File: src/hdl/sbcc_pkg.sv
// ---------------------------------------------------------------------------
// Solar buffer charge controller package
// Widths, register indexes, mode codes and the structs shared by the block.
// ---------------------------------------------------------------------------
package sbcc_pkg;

	localparam int TEMP_W     = 13;
	localparam int DIFF_W     = 10;
	localparam int RUNON_W    = 8;
	localparam int HOURS_W    = 16;
	localparam int MIN_W      = 6;
	localparam int PRESC_W    = 3;
	localparam int MODE_W     = 2;
	localparam int IDX_W      = 3;
	localparam int CFG_DATA_W = 13;
	localparam int CALC_W     = 16;

	localparam int TICKS_PER_MINUTE = 6;
	localparam int MINUTES_PER_HOUR = 60;
	localparam int LIMIT_MARGIN     = 20;

	localparam logic [IDX_W-1:0] REG_OPERATING_MODE       = 3'd0;
	localparam logic [IDX_W-1:0] REG_PUMP_STATIC          = 3'd1;
	localparam logic [IDX_W-1:0] REG_COLLECTOR_START_TEMP = 3'd2;
	localparam logic [IDX_W-1:0] REG_COLLECTOR_END_TEMP   = 3'd3;
	localparam logic [IDX_W-1:0] REG_DIFF_START           = 3'd4;
	localparam logic [IDX_W-1:0] REG_DIFF_END             = 3'd5;
	localparam logic [IDX_W-1:0] REG_BUFFER_MAX_TEMP      = 3'd6;
	localparam logic [IDX_W-1:0] REG_RUN_ON_MINUTES       = 3'd7;

	localparam logic [MODE_W-1:0] MODE_AUTO       = 2'd0;
	localparam logic [MODE_W-1:0] MODE_MANUAL_OFF = 2'd1;
	localparam logic [MODE_W-1:0] MODE_MANUAL_ON  = 2'd2;

	typedef struct packed {
		logic [MODE_W-1:0]        operating_mode;
		logic                     pump_static;
		logic signed [TEMP_W-1:0] collector_start_temp;
		logic signed [TEMP_W-1:0] collector_end_temp;
		logic [DIFF_W-1:0]        diff_start;
		logic [DIFF_W-1:0]        diff_end;
		logic signed [TEMP_W-1:0] buffer_max_temp;
		logic [RUNON_W-1:0]       run_on_minutes;
	} cfg_t;

	localparam cfg_t CFG_RESET = '{
		operating_mode:       MODE_AUTO,
		pump_static:          1'b1,
		collector_start_temp: 13'sd400,
		collector_end_temp:   13'sd300,
		diff_start:           10'd80,
		diff_end:             10'd30,
		buffer_max_temp:      13'sd900,
		run_on_minutes:       8'd2
	};

	typedef struct packed {
		logic signed [TEMP_W-1:0] upper_temp;
		logic                     upper_ok;
		logic signed [TEMP_W-1:0] lower_temp;
		logic                     lower_ok;
		logic signed [TEMP_W-1:0] collector_temp;
		logic                     collector_ok;
		logic                     alarm_present;
		logic                     alarm_active;
	} item_t;

	typedef struct packed {
		logic                pump_on;
		logic                charging;
		logic [RUNON_W-1:0]  run_on_left;
		logic [HOURS_W-1:0]  runtime_hours;
		logic                hours_updated;
	} result_t;

	typedef struct packed {
		logic                charge_flag;
		logic                pump_relay;
		logic [RUNON_W-1:0]  run_on_count;
		logic [PRESC_W-1:0]  runtime_prescale;
		logic [PRESC_W-1:0]  off_prescale;
		logic [MIN_W-1:0]    runtime_minutes_count;
		logic [HOURS_W-1:0]  runtime_hours_count;
	} state_t;

endpackage

File: src/hdl/sbcc_item_if.sv
// ---------------------------------------------------------------------------
// Sensor item channel
// Valid/ready channel carrying one tick's sensor readings.
// ---------------------------------------------------------------------------
interface sbcc_item_if;
	logic                                 valid;
	logic                                 ready;
	logic signed [sbcc_pkg::TEMP_W-1:0]   upper_temp;
	logic                                 upper_ok;
	logic signed [sbcc_pkg::TEMP_W-1:0]   lower_temp;
	logic                                 lower_ok;
	logic signed [sbcc_pkg::TEMP_W-1:0]   collector_temp;
	logic                                 collector_ok;
	logic                                 alarm_present;
	logic                                 alarm_active;

	modport source (
		output valid, upper_temp, upper_ok, lower_temp, lower_ok,
		       collector_temp, collector_ok, alarm_present, alarm_active,
		input  ready
	);
	modport sink (
		input  valid, upper_temp, upper_ok, lower_temp, lower_ok,
		       collector_temp, collector_ok, alarm_present, alarm_active,
		output ready
	);
endinterface

File: src/hdl/sbcc_result_if.sv
// ---------------------------------------------------------------------------
// Result channel
// Valid/ready channel carrying the pump and runtime status of one tick.
// ---------------------------------------------------------------------------
interface sbcc_result_if;
	logic                             valid;
	logic                             ready;
	logic                             pump_on;
	logic                             charging;
	logic [sbcc_pkg::RUNON_W-1:0]     run_on_left;
	logic [sbcc_pkg::HOURS_W-1:0]     runtime_hours;
	logic                             hours_updated;

	modport source (
		output valid, pump_on, charging, run_on_left, runtime_hours, hours_updated,
		input  ready
	);
	modport sink (
		input  valid, pump_on, charging, run_on_left, runtime_hours, hours_updated,
		output ready
	);
endinterface

File: src/hdl/sbcc_cfg_if.sv
// ---------------------------------------------------------------------------
// Configuration write channel
// Valid/ready channel carrying a register index and write data.
// ---------------------------------------------------------------------------
interface sbcc_cfg_if;
	logic                               valid;
	logic                               ready;
	logic [sbcc_pkg::IDX_W-1:0]         reg_index;
	logic [sbcc_pkg::CFG_DATA_W-1:0]    data;

	modport source (output valid, reg_index, data, input ready);
	modport sink (input valid, reg_index, data, output ready);
endinterface

File: src/hdl/sbcc_cfg_regs.sv
// ---------------------------------------------------------------------------
// Configuration registers
// Holds the operating mode, thresholds and run-on time written over the
// configuration channel.
// ---------------------------------------------------------------------------
module sbcc_cfg_regs (
	input  logic             clk,
	input  logic             arst_n,
	sbcc_cfg_if.sink         cfg,
	output sbcc_pkg::cfg_t   regs
);

	sbcc_pkg::cfg_t regs_q;

	assign cfg.ready = 1'b1;
	assign regs      = regs_q;

	always_ff @(posedge clk or negedge arst_n) begin
		if (!arst_n) begin
			regs_q <= sbcc_pkg::CFG_RESET;
		end else if (cfg.valid) begin
			case (cfg.reg_index)
				sbcc_pkg::REG_OPERATING_MODE: begin
					regs_q.operating_mode <= cfg.data[sbcc_pkg::MODE_W-1:0];
				end
				sbcc_pkg::REG_PUMP_STATIC: begin
					regs_q.pump_static <= cfg.data[0];
				end
				sbcc_pkg::REG_COLLECTOR_START_TEMP: begin
					regs_q.collector_start_temp <= signed'(cfg.data[sbcc_pkg::TEMP_W-1:0]);
				end
				sbcc_pkg::REG_COLLECTOR_END_TEMP: begin
					regs_q.collector_end_temp <= signed'(cfg.data[sbcc_pkg::TEMP_W-1:0]);
				end
				sbcc_pkg::REG_DIFF_START: begin
					regs_q.diff_start <= cfg.data[sbcc_pkg::DIFF_W-1:0];
				end
				sbcc_pkg::REG_DIFF_END: begin
					regs_q.diff_end <= cfg.data[sbcc_pkg::DIFF_W-1:0];
				end
				sbcc_pkg::REG_BUFFER_MAX_TEMP: begin
					regs_q.buffer_max_temp <= signed'(cfg.data[sbcc_pkg::TEMP_W-1:0]);
				end
				sbcc_pkg::REG_RUN_ON_MINUTES: begin
					regs_q.run_on_minutes <= cfg.data[sbcc_pkg::RUNON_W-1:0];
				end
				default: begin
					regs_q <= regs_q;
				end
			endcase
		end
	end

endmodule

File: src/hdl/sbcc_tick_logic.sv
// ---------------------------------------------------------------------------
// Tick logic
// Works out the next controller state and the result of one tick from the
// current state, the configuration and the sensor readings.
// ---------------------------------------------------------------------------
module sbcc_tick_logic (
	input  sbcc_pkg::cfg_t     cfg,
	input  sbcc_pkg::state_t   st,
	input  sbcc_pkg::item_t    it,
	output sbcc_pkg::state_t   st_next,
	output sbcc_pkg::result_t  res
);

	localparam int CW = sbcc_pkg::CALC_W;

	logic signed [CW-1:0] upper_s;
	logic signed [CW-1:0] lower_s;
	logic signed [CW-1:0] coll_s;
	logic signed [CW-1:0] limit_s;
	logic signed [CW-1:0] margin_s;
	logic signed [CW-1:0] start_t_s;
	logic signed [CW-1:0] end_t_s;
	logic signed [CW-1:0] dstart_s;
	logic signed [CW-1:0] dend_s;
	logic signed [CW-1:0] tmax;
	logic signed [CW-1:0] tmin;
	logic signed [CW-1:0] cdiff;
	logic                 alarm;
	logic                 manual;
	logic                 start_ok;
	logic                 stop_ok;
	logic [sbcc_pkg::PRESC_W:0] rp_inc;
	logic [sbcc_pkg::PRESC_W:0] op_inc;
	logic [sbcc_pkg::MIN_W-1:0] min_inc;
	logic [sbcc_pkg::RUNON_W-1:0] ron;
	logic                 hours_upd;

	always_comb begin
		upper_s   = CW'(it.upper_temp);
		lower_s   = CW'(it.lower_temp);
		coll_s    = CW'(it.collector_temp);
		limit_s   = CW'(cfg.buffer_max_temp);
		margin_s  = limit_s - CW'(sbcc_pkg::LIMIT_MARGIN);
		start_t_s = CW'(cfg.collector_start_temp);
		end_t_s   = CW'(cfg.collector_end_temp);
		dstart_s  = signed'({{(CW-sbcc_pkg::DIFF_W){1'b0}}, cfg.diff_start});
		dend_s    = signed'({{(CW-sbcc_pkg::DIFF_W){1'b0}}, cfg.diff_end});
		alarm     = it.alarm_present & it.alarm_active;
		manual    = (cfg.operating_mode == sbcc_pkg::MODE_MANUAL_OFF) ||
		            (cfg.operating_mode == sbcc_pkg::MODE_MANUAL_ON);

		// pick buffer max and min from the healthy sensors, or one above the limit if none
		if (it.upper_ok && it.lower_ok) begin
			if (upper_s > lower_s) begin
				tmax = upper_s;
				tmin = lower_s;
			end else begin
				tmax = lower_s;
				tmin = upper_s;
			end
		end else if (it.upper_ok) begin
			tmax = upper_s;
			tmin = upper_s;
		end else if (it.lower_ok) begin
			tmax = lower_s;
			tmin = lower_s;
		end else begin
			tmax = limit_s + CW'(1);
			tmin = limit_s + CW'(1);
		end
		cdiff = coll_s - tmin;

		start_ok = !st.charge_flag && it.collector_ok && (coll_s > start_t_s) &&
		           (cdiff > dstart_s) && (tmax < margin_s) && !alarm;
		// stopping ignores collector health
		stop_ok  = st.charge_flag && ((tmax >= limit_s) || (coll_s < end_t_s) ||
		           (cdiff < dend_s) || alarm);

		st_next   = st;
		hours_upd = 1'b0;
		rp_inc    = {1'b0, st.runtime_prescale} + 1'b1;
		op_inc    = {1'b0, st.off_prescale} + 1'b1;
		min_inc   = st.runtime_minutes_count + 1'b1;
		ron       = st.run_on_count;

		if (manual) begin
			st_next.pump_relay = (cfg.operating_mode == sbcc_pkg::MODE_MANUAL_ON);
		end else begin
			st_next.runtime_prescale = (rp_inc >= (sbcc_pkg::PRESC_W+1)'(sbcc_pkg::TICKS_PER_MINUTE))
			                           ? '0 : rp_inc[sbcc_pkg::PRESC_W-1:0];
			if (st_next.runtime_prescale == '0 && cfg.pump_static && st.pump_relay) begin
				if (min_inc >= sbcc_pkg::MIN_W'(sbcc_pkg::MINUTES_PER_HOUR)) begin
					st_next.runtime_minutes_count = '0;
					st_next.runtime_hours_count   = st.runtime_hours_count + 1'b1;
					hours_upd                     = 1'b1;
				end else begin
					st_next.runtime_minutes_count = min_inc;
				end
			end

			if (start_ok) begin
				st_next.charge_flag = 1'b1;
			end else if (stop_ok) begin
				st_next.charge_flag = 1'b0;
			end

			if (st_next.charge_flag) begin
				// a run-on of 255 wraps to zero
				st_next.run_on_count = cfg.run_on_minutes + 1'b1;
				st_next.pump_relay   = 1'b1;
			end else begin
				st_next.off_prescale = (op_inc >= (sbcc_pkg::PRESC_W+1)'(sbcc_pkg::TICKS_PER_MINUTE))
				                       ? '0 : op_inc[sbcc_pkg::PRESC_W-1:0];
				if (st_next.off_prescale == '0) begin
					if (ron != '0) begin
						ron = ron - 1'b1;
					end
					st_next.run_on_count = ron;
					if (ron == '0) begin
						st_next.pump_relay = 1'b0;
					end
				end
			end
		end

		res.pump_on       = st_next.pump_relay;
		res.charging      = st_next.charge_flag;
		res.run_on_left   = st_next.run_on_count;
		res.runtime_hours = st_next.runtime_hours_count;
		res.hours_updated = hours_upd;
	end

endmodule

File: src/hdl/solar_buffer_charge_controller.sv
// ---------------------------------------------------------------------------
// Solar buffer charge controller
// Buffer charging control with run-on timer and pump runtime counter.
// ---------------------------------------------------------------------------
// One sensor request is taken per clock cycle while results are taken as they
// appear: the request is captured in an input register, the controller state
// advances as it moves into the result register, and the result waits there
// until taken while the next request is already captured. The throughput of
// one request per cycle is set by the single path from the state registers
// through the sensor select and threshold compares back into the state
// registers. Configuration writes are taken in every cycle and are meant to
// happen while no request is in flight.
module solar_buffer_charge_controller (
	input  logic            clk,
	input  logic            arst_n,
	sbcc_cfg_if.sink        cfg,
	sbcc_item_if.sink       item,
	sbcc_result_if.source   result
);

	sbcc_pkg::cfg_t     regs;
	sbcc_pkg::item_t    item_s1;
	logic               valid_s1;
	sbcc_pkg::result_t  res_s2;
	logic               valid_s2;
	sbcc_pkg::state_t   state_q;
	sbcc_pkg::state_t   state_next;
	sbcc_pkg::result_t  res_next;
	logic               accept_in;
	logic               advance;

	sbcc_cfg_regs u_cfg_regs (
		.clk    (clk),
		.arst_n (arst_n),
		.cfg    (cfg),
		.regs   (regs)
	);

	sbcc_tick_logic u_tick_logic (
		.cfg     (regs),
		.st      (state_q),
		.it      (item_s1),
		.st_next (state_next),
		.res     (res_next)
	);

	assign advance    = valid_s1 && (!valid_s2 || result.ready);
	assign item.ready = !valid_s1 || advance;
	assign accept_in  = item.valid && item.ready;

	always_ff @(posedge clk or negedge arst_n) begin
		if (!arst_n) begin
			valid_s1 <= 1'b0;
			valid_s2 <= 1'b0;
			state_q  <= '0;
		end else begin
			valid_s1 <= accept_in || (valid_s1 && !advance);
			valid_s2 <= advance || (valid_s2 && !result.ready);
			if (advance) begin
				state_q <= state_next;
			end
		end
	end

	// payload registers: capture on request and on advance
	always_ff @(posedge clk) begin
		if (accept_in) begin
			item_s1.upper_temp     <= item.upper_temp;
			item_s1.upper_ok       <= item.upper_ok;
			item_s1.lower_temp     <= item.lower_temp;
			item_s1.lower_ok       <= item.lower_ok;
			item_s1.collector_temp <= item.collector_temp;
			item_s1.collector_ok   <= item.collector_ok;
			item_s1.alarm_present  <= item.alarm_present;
			item_s1.alarm_active   <= item.alarm_active;
		end
		if (advance) begin
			res_s2 <= res_next;
		end
	end

	assign result.valid         = valid_s2;
	assign result.pump_on       = res_s2.pump_on;
	assign result.charging      = res_s2.charging;
	assign result.run_on_left   = res_s2.run_on_left;
	assign result.runtime_hours = res_s2.runtime_hours;
	assign result.hours_updated = res_s2.hours_updated;

endmodule

File: src/flat_wrapper.sv
// flat-port wrapper written by rule: the top's interface ports become plain ports
module solar_buffer_charge_controller_flat 
  (clk, arst_n, cfg_valid, cfg_reg_index, cfg_data, cfg_ready, item_valid, item_upper_temp, item_upper_ok, item_lower_temp, item_lower_ok, item_collector_temp, item_collector_ok, item_alarm_present, item_alarm_active, item_ready, result_valid, result_pump_on, result_charging, result_run_on_left, result_runtime_hours, result_hours_updated, result_ready);
  sbcc_cfg_if cfg_i ();
  sbcc_item_if item_i ();
  sbcc_result_if result_i ();
  input  logic clk;
  input  logic arst_n;
  input wire logic [$bits(cfg_i.valid)-1:0] cfg_valid;
  input wire logic [$bits(cfg_i.reg_index)-1:0] cfg_reg_index;
  input wire logic [$bits(cfg_i.data)-1:0] cfg_data;
  output wire logic [$bits(cfg_i.ready)-1:0] cfg_ready;
  input wire logic [$bits(item_i.valid)-1:0] item_valid;
  input wire logic [$bits(item_i.upper_temp)-1:0] item_upper_temp;
  input wire logic [$bits(item_i.upper_ok)-1:0] item_upper_ok;
  input wire logic [$bits(item_i.lower_temp)-1:0] item_lower_temp;
  input wire logic [$bits(item_i.lower_ok)-1:0] item_lower_ok;
  input wire logic [$bits(item_i.collector_temp)-1:0] item_collector_temp;
  input wire logic [$bits(item_i.collector_ok)-1:0] item_collector_ok;
  input wire logic [$bits(item_i.alarm_present)-1:0] item_alarm_present;
  input wire logic [$bits(item_i.alarm_active)-1:0] item_alarm_active;
  output wire logic [$bits(item_i.ready)-1:0] item_ready;
  output wire logic [$bits(result_i.valid)-1:0] result_valid;
  output wire logic [$bits(result_i.pump_on)-1:0] result_pump_on;
  output wire logic [$bits(result_i.charging)-1:0] result_charging;
  output wire logic [$bits(result_i.run_on_left)-1:0] result_run_on_left;
  output wire logic [$bits(result_i.runtime_hours)-1:0] result_runtime_hours;
  output wire logic [$bits(result_i.hours_updated)-1:0] result_hours_updated;
  input wire logic [$bits(result_i.ready)-1:0] result_ready;
  assign cfg_i.valid = cfg_valid;
  assign cfg_i.reg_index = cfg_reg_index;
  assign cfg_i.data = cfg_data;
  assign cfg_ready = cfg_i.ready;
  assign item_i.valid = item_valid;
  assign item_i.upper_temp = item_upper_temp;
  assign item_i.upper_ok = item_upper_ok;
  assign item_i.lower_temp = item_lower_temp;
  assign item_i.lower_ok = item_lower_ok;
  assign item_i.collector_temp = item_collector_temp;
  assign item_i.collector_ok = item_collector_ok;
  assign item_i.alarm_present = item_alarm_present;
  assign item_i.alarm_active = item_alarm_active;
  assign item_ready = item_i.ready;
  assign result_valid = result_i.valid;
  assign result_pump_on = result_i.pump_on;
  assign result_charging = result_i.charging;
  assign result_run_on_left = result_i.run_on_left;
  assign result_runtime_hours = result_i.runtime_hours;
  assign result_hours_updated = result_i.hours_updated;
  assign result_i.ready = result_ready;
  solar_buffer_charge_controller u_core (.clk(clk), .arst_n(arst_n), .cfg(cfg_i), .item(item_i), .result(result_i));
endmodule
File: config.mk
export PLATFORM = sky130hd
export DESIGN_NAME = solar_buffer_charge_controller_flat
export DESIGN_NICKNAME = d
export VERILOG_FILES = /design/src/hdl/sbcc_pkg.sv /design/src/hdl/sbcc_item_if.sv /design/src/hdl/sbcc_result_if.sv /design/src/hdl/sbcc_cfg_if.sv /design/src/hdl/sbcc_cfg_regs.sv /design/src/hdl/sbcc_tick_logic.sv /design/src/hdl/solar_buffer_charge_controller.sv /design/src/flat_wrapper.sv
export SDC_FILE = /design/constraint.sdc
export NUM_CORES = 1
export LEC_CHECK = 0
export BUFFER_PORTS_ARGS = -buffer_cell sky130_fd_sc_hd__buf_2
export CAP_MARGIN = 25
export CORE_ASPECT_RATIO = 0.6
export CORE_MARGIN = 2
export CORE_UTILIZATION = 55
export CTS_BUF_LIST = sky130_fd_sc_hd__clkbuf_8 sky130_fd_sc_hd__clkbuf_16
export DETAILED_ROUTE_END_ITERATION = 10
export GPL_TIMING_DRIVEN = 0
export HOLD_SLACK_MARGIN = 0.1
export PLACE_DENSITY = 0.74
export SETUP_SLACK_MARGIN = 0.15
export SYNTH_ARGS = -nofsm -noshare
export SYNTH_HDL_FRONTEND = slang
export SYNTH_SLANG_ARGS = --single-unit
File: constraint.sdc
create_clock -name clk -period 12.3 [get_ports clk]
set_input_delay 1.845 -clock clk [delete_from_list [all_inputs] [get_ports clk]]
set_output_delay 1.845 -clock clk [all_outputs]
set_load 0.02 [all_outputs]
* Yosys cells after proc, flatten, opt, wreduce, memory -nomap -nowiden
Cells that the tools add are included.
** Storage, ports and cells
- Bits in registers :: 181
- Output and inout port bits :: 30
- Word-level logic and storage cells :: 132
** Operators by class
- Add/sub/neg operators :: 9
- Order comparisons :: 10
- Equal/unequal tests :: 9
- Mux-type cells :: 26
- Bitwise operators :: 4
- Reductions and logical operators :: 44
** Operators with widths (number)
- two-way mux 16 bit :: 7
- two-way mux 36 bit :: 1
- two-way mux 8 bit :: 4
- greater-than comparator 13 bit :: 2
- two-way mux 22 bit :: 1
- two-way mux 9 bit :: 2
- AND reduction 2 bit :: 9
- adder 16 x 1 -> 16 bit (second input constant) :: 1
- >= comparator 16 x 13 -> 1 bit :: 1
- greater-than comparator 16 x 11 -> 1 bit :: 1
- less-than comparator 16 x 11 -> 1 bit :: 1
- less-than comparator 16 bit :: 1
- subtractor 13 x 16 -> 16 bit :: 1
- adder 13 x 2 -> 14 bit (second input constant) :: 1
- subtractor 13 x 6 -> 14 bit (second input constant) :: 1
- logical AND 1 bit :: 13
- less-than comparator 13 bit :: 1
- == test 3 bit (second input constant) :: 4
- logical NOT 3 bit :: 3
- two-way mux 3 bit :: 3
- adder 3 x 1 -> 4 bit (second input constant) :: 2
- adder 8 x 1 -> 8 bit (second input constant) :: 1
- >= comparator 4 x 3 -> 1 bit (second input constant) :: 2
- logical NOT 8 bit :: 1
- other kinds (16) :: 38

* Logic depth before layout (Yosys ltp)
- Depth after elaboration :: 19
- Depth in mapped cells :: 31

* Hierarchy
Synthesis repeated with hierarchy kept, for this count alone.
** Second synthesis, totals
- Cells, all modules :: 1101
- Area, all modules :: 11737.5 um^2
** Modules (own cells, without submodules)
- sbcc_tick_logic :: times used 1, cells each 784, area each 5358.9 um^2
- solar_buffer_charge_controller :: times used 1, cells each 160, area each 3681.0 um^2
- sbcc_cfg_regs :: times used 1, cells each 157, area each 2697.6 um^2

* Worst setup path after synthesis
OpenSTA, ideal clock, no wires.
- Path kind :: register to register
- Start point :: register u_core.item_s1[32] (netlist bit)
- End point :: register u_core.res_s2 (netlist bit u_core.result.run_on_left[4]), data pin
- Library setup time :: 260 ps
- Data arrival time :: 5836 ps
- Setup slack :: 6203 ps
- Stages on the path, launching flop included :: 30
- Clock period less this slack :: 6097 ps
- Cell sequence :: edfxtp_1 ha_1 nor2b_1 o21a_1 o21a_1 o21ai_0 a21oi_1 o41ai_1 a21o_1 nand2_1 clkbuf_1 a31oi_1 o21ai_0 ha_1 fa_1 nor2b_4 o31a_4 o41ai_4 o21ba_2 xnor2_1 ha_1 nand2_1 or4_1 o211a_1 nand3_1 nor4_1 o21ai_1 nand2_4 mux2_4 mux2_4
** RTL lines
- start: declaration :: RTL line solar_buffer_charge_controller.sv:22 : sbcc_pkg::item_t item_s1;
- end signal: assignment :: RTL line solar_buffer_charge_controller.sv:78 : res_s2 <= res_next;
- end: declaration :: RTL line solar_buffer_charge_controller.sv:24 : sbcc_pkg::result_t res_s2;

==> flow_summary.yaml <==
run_status:
  status: "finished clean"
synth:
  syn-cell-area_um2: 11400
  ys_ff_latch: 181
  syn_avg_cell_area_um2: 10.1
  synth_top_cell_area_share: 0.200
  yosysWarnings: 0
  synth_top_cells_by_count: "112 x nand2_1, 110 x ha_1, 95 x inv_1, 91 x dfrtp_1, 79 x nor2_1"
  syn_nets: 1304
  syn_inst: 1128
  ys_seq_area_frac: 0.430
  async_flop_share: 0.608
  synthTopCellsByArea: "dfrtp_1 20%, edfxtp_1 19%, ha_1 12%"
  yosysMostFrequentCell: "nand2_1"
  synth_cell_type_count: 71
  synth_edf_count: 71
  synth_top_cell_by_area: "dfrtp_1"
  ys.flop_type: "dfrtp_1"
global_routing:
  antenna_found_initial: 0
  grt_max_degree: 79
  grt_pass1_vias: 8298
  grt_first_pass_wirelength_um: 46100
  grt_util_all_layers: 0.276
  overflow: 0
timing:
  setup_viol_count_final: 0
  hold_viol: 0
  min_period_ns: 7.67
  fmax_mhz: 130
  drv_slew: 0
  fin_ws_ns: 4.63
  fin_skew_ns: 0.0127
  slew_headroom: 0.405
  tns_ns: 0
  period_share: 0.623
  worst_pin_slew_ns: 0.892
  rsz0062_at_grt: "no"
placed_design:
  dpl.hpwl_um: 22500
  numPortBuffers: 91
  post-place-ws_ns: 4.88
  routabilityCongestion: 0.938
worst_setup_path:
  crit_path_end_kind: "register"
  cp_max_fo: 10
  path_class: "reg -> reg"
  r2r_cells: 31
  r2r_end: "u_core.result.run_on_left[5]"
  r2r-start: "u_core.item_s1[18]"
  start_kind: "register"
  cp.required_ns: 12.47
  critPathMaxStageDelay_ns: 0.66
  regToRegSetupSlack_ns: 4.63
  arrival_ns: 7.84
  slowest_stage: "o21ai_1"
detailed_routing:
  viasPerCell: 5.87
  drtPass1Iterations: 5
  first_iter_violations: 979
  wl_per_cell_um: 19.1
  vias: 8965
  wl_um: 29200
  drc_errors: 0
  ant_nets: 0
min_path:
  hold_path_class: "reg -> reg"
  hp-start: "u_core.valid_s1"
  hold_path_depth: 1
  hold_path_end: "u_core.result.valid"
cts:
  h-tree-depth: 4
  cts_resized: 0
  cts_setup_buffers: 0
  cts-root-buf: "clkbuf_16"
  path_clk_slew_ns: 0.08
  numCtsBuffers: 17
  cts_max_path_buffers: 2
  cts_hold_buf: 0
  cts_tree: "done"
  cts.sinks: 181
  insertion_delay_ns: 0.45
layout:
  areaGrowthSynthToFinish_pct: 12.5
  n_antenna_cell: 0
  nNetsFinal: 1418
  drive_gt1_frac: 0.190
floorplanning:
  core_um2: 20200
  floorplan.die_area_um2: 21900
  initial_core_util: 0.566
  rows: 40
  ios: 95
  fp.dieW_um: 190
  chipHeight_um: 116
job:
  drv_cap: 0
power:
  ir_drop_mv: 0.118
  power_density_nw_per_um2: 176
  leakagePower_nw: 5.76
[how the worst max path moves through the flow]
stage	from	cells after the start	slack [ns]	end
2_1_floorplan	u_core.item_s1[32]	29	6.20	u_core.result.run_on_left[4]
3_3_place_gp	u_core.item_s1[32]	29	4.99	u_core.result.run_on_left[4]
5_1_grt	u_core.item_s1[18]	31	4.26	u_core.result.run_on_left[5]
3_5_place_dp	u_core.item_s1[18]	30	4.88	u_core.result.run_on_left[4]
4_1_cts	u_core.item_s1[18]	31	4.82	u_core.result.run_on_left[5]
6_report	u_core.item_s1[18]	31	4.63	u_core.result.run_on_left[5]
[per-layer routing]
metal	share of wire	vias up	global-route usage
met4	0.0070	0	0.0481
met1	0.53	4317	0.454
met2	0.38	354	0.357
met5	0	-	0
met3	0.088	16	0.0718
li1	-	4278	-
[where the power goes]
group	total, W	switching, W	internal (W)
Combinational	0.000894	0.000520	0.000374
Sequential	0.000837	0.0000845	0.000752
Clock	0.000534	0.000254	0.000280
Total	0.00227	0.000858	0.00141
[critical path: cells and delay by family, from the launching register on]
kind | cells | cell delay [ns]
AO/OA/AOI/OAI | 14 | 3.03
XOR/XNOR | 1 | 0.16
adder cells (fa/ha/maj) | 4 | 1.32
buffers and inverters | 3 | 0.69
flip-flops | 1 | 0.36
multiplexers | 1 | 0.25
AND/OR/NAND/NOR | 8 | 1.57
[cells in the final DEF (no fill, tap or decap), drive strengths merged, types with 50 or more instances in the layout]
master / count
nand2: 113
ha: 110
inv: 100
buf: 99
dfrtp: 91
nor2: 79
o21ai: 75
edfxtp: 71
mux2: 68
a21oi: 50
[logic make-up after synthesis]
group / Yosys count / synth area share
compound gates: 233 / 0.136
xor+xnor: 66 / 0.0507
fa+ha+maj: 111 / 0.122
buf+inv: 126 / 0.0422
flops: 181 / 0.430
mux: 84 / 0.0825
other cells: 1 / 0.000329
simple gates: 326 / 0.135
[per-stage QoR]
| stage | cell area [um2] | power [W] | hold WS [ns] | utilization | cells |
|---|---|---|---|---|---|
| final | 12800 | 0.00227 | 0.495 | 0.636 | 1528 |
| after global routing | 12800 | 0.00241 | 0.529 | 0.636 | 1528 |
| after CTS | 12800 | 0.00225 | 0.496 | 0.636 | 1527 |
| after detailed placement | 12300 | 0.00171 | 0.483 | 0.608 | 1495 |
| after global placement | 12200 | 0.00167 | 0.475 | 0.605 | 1492 |
| after floorplan | 11400 | 0.00146 | 0.457 | - | 1128 |
[final cells by class]
class	instances	area, um2
Timing Repair Buffer	95	527
Multi-Input combinational cell	821	6020
Tap cell	273	342
Fill cell	1678	7340
Inverter	95	357
Clock buffer	17	425
Sequential cell	181	4910
Buffer	31	126
Clock inverter	15	131
[sequential cells by signal, summed over array words and instances (netlist names), 8 cells and up]
| signal | flops |
|---|---|
| u_core.item_s1 | 44 |
| u_core.state_q | 38 |
| u_core.u_cfg_regs.regs | 70 |
| u_core.result.run_on_left | 8 |
| u_core.result.runtime_hours | 16 |
(Power assumes the default switching activity.)
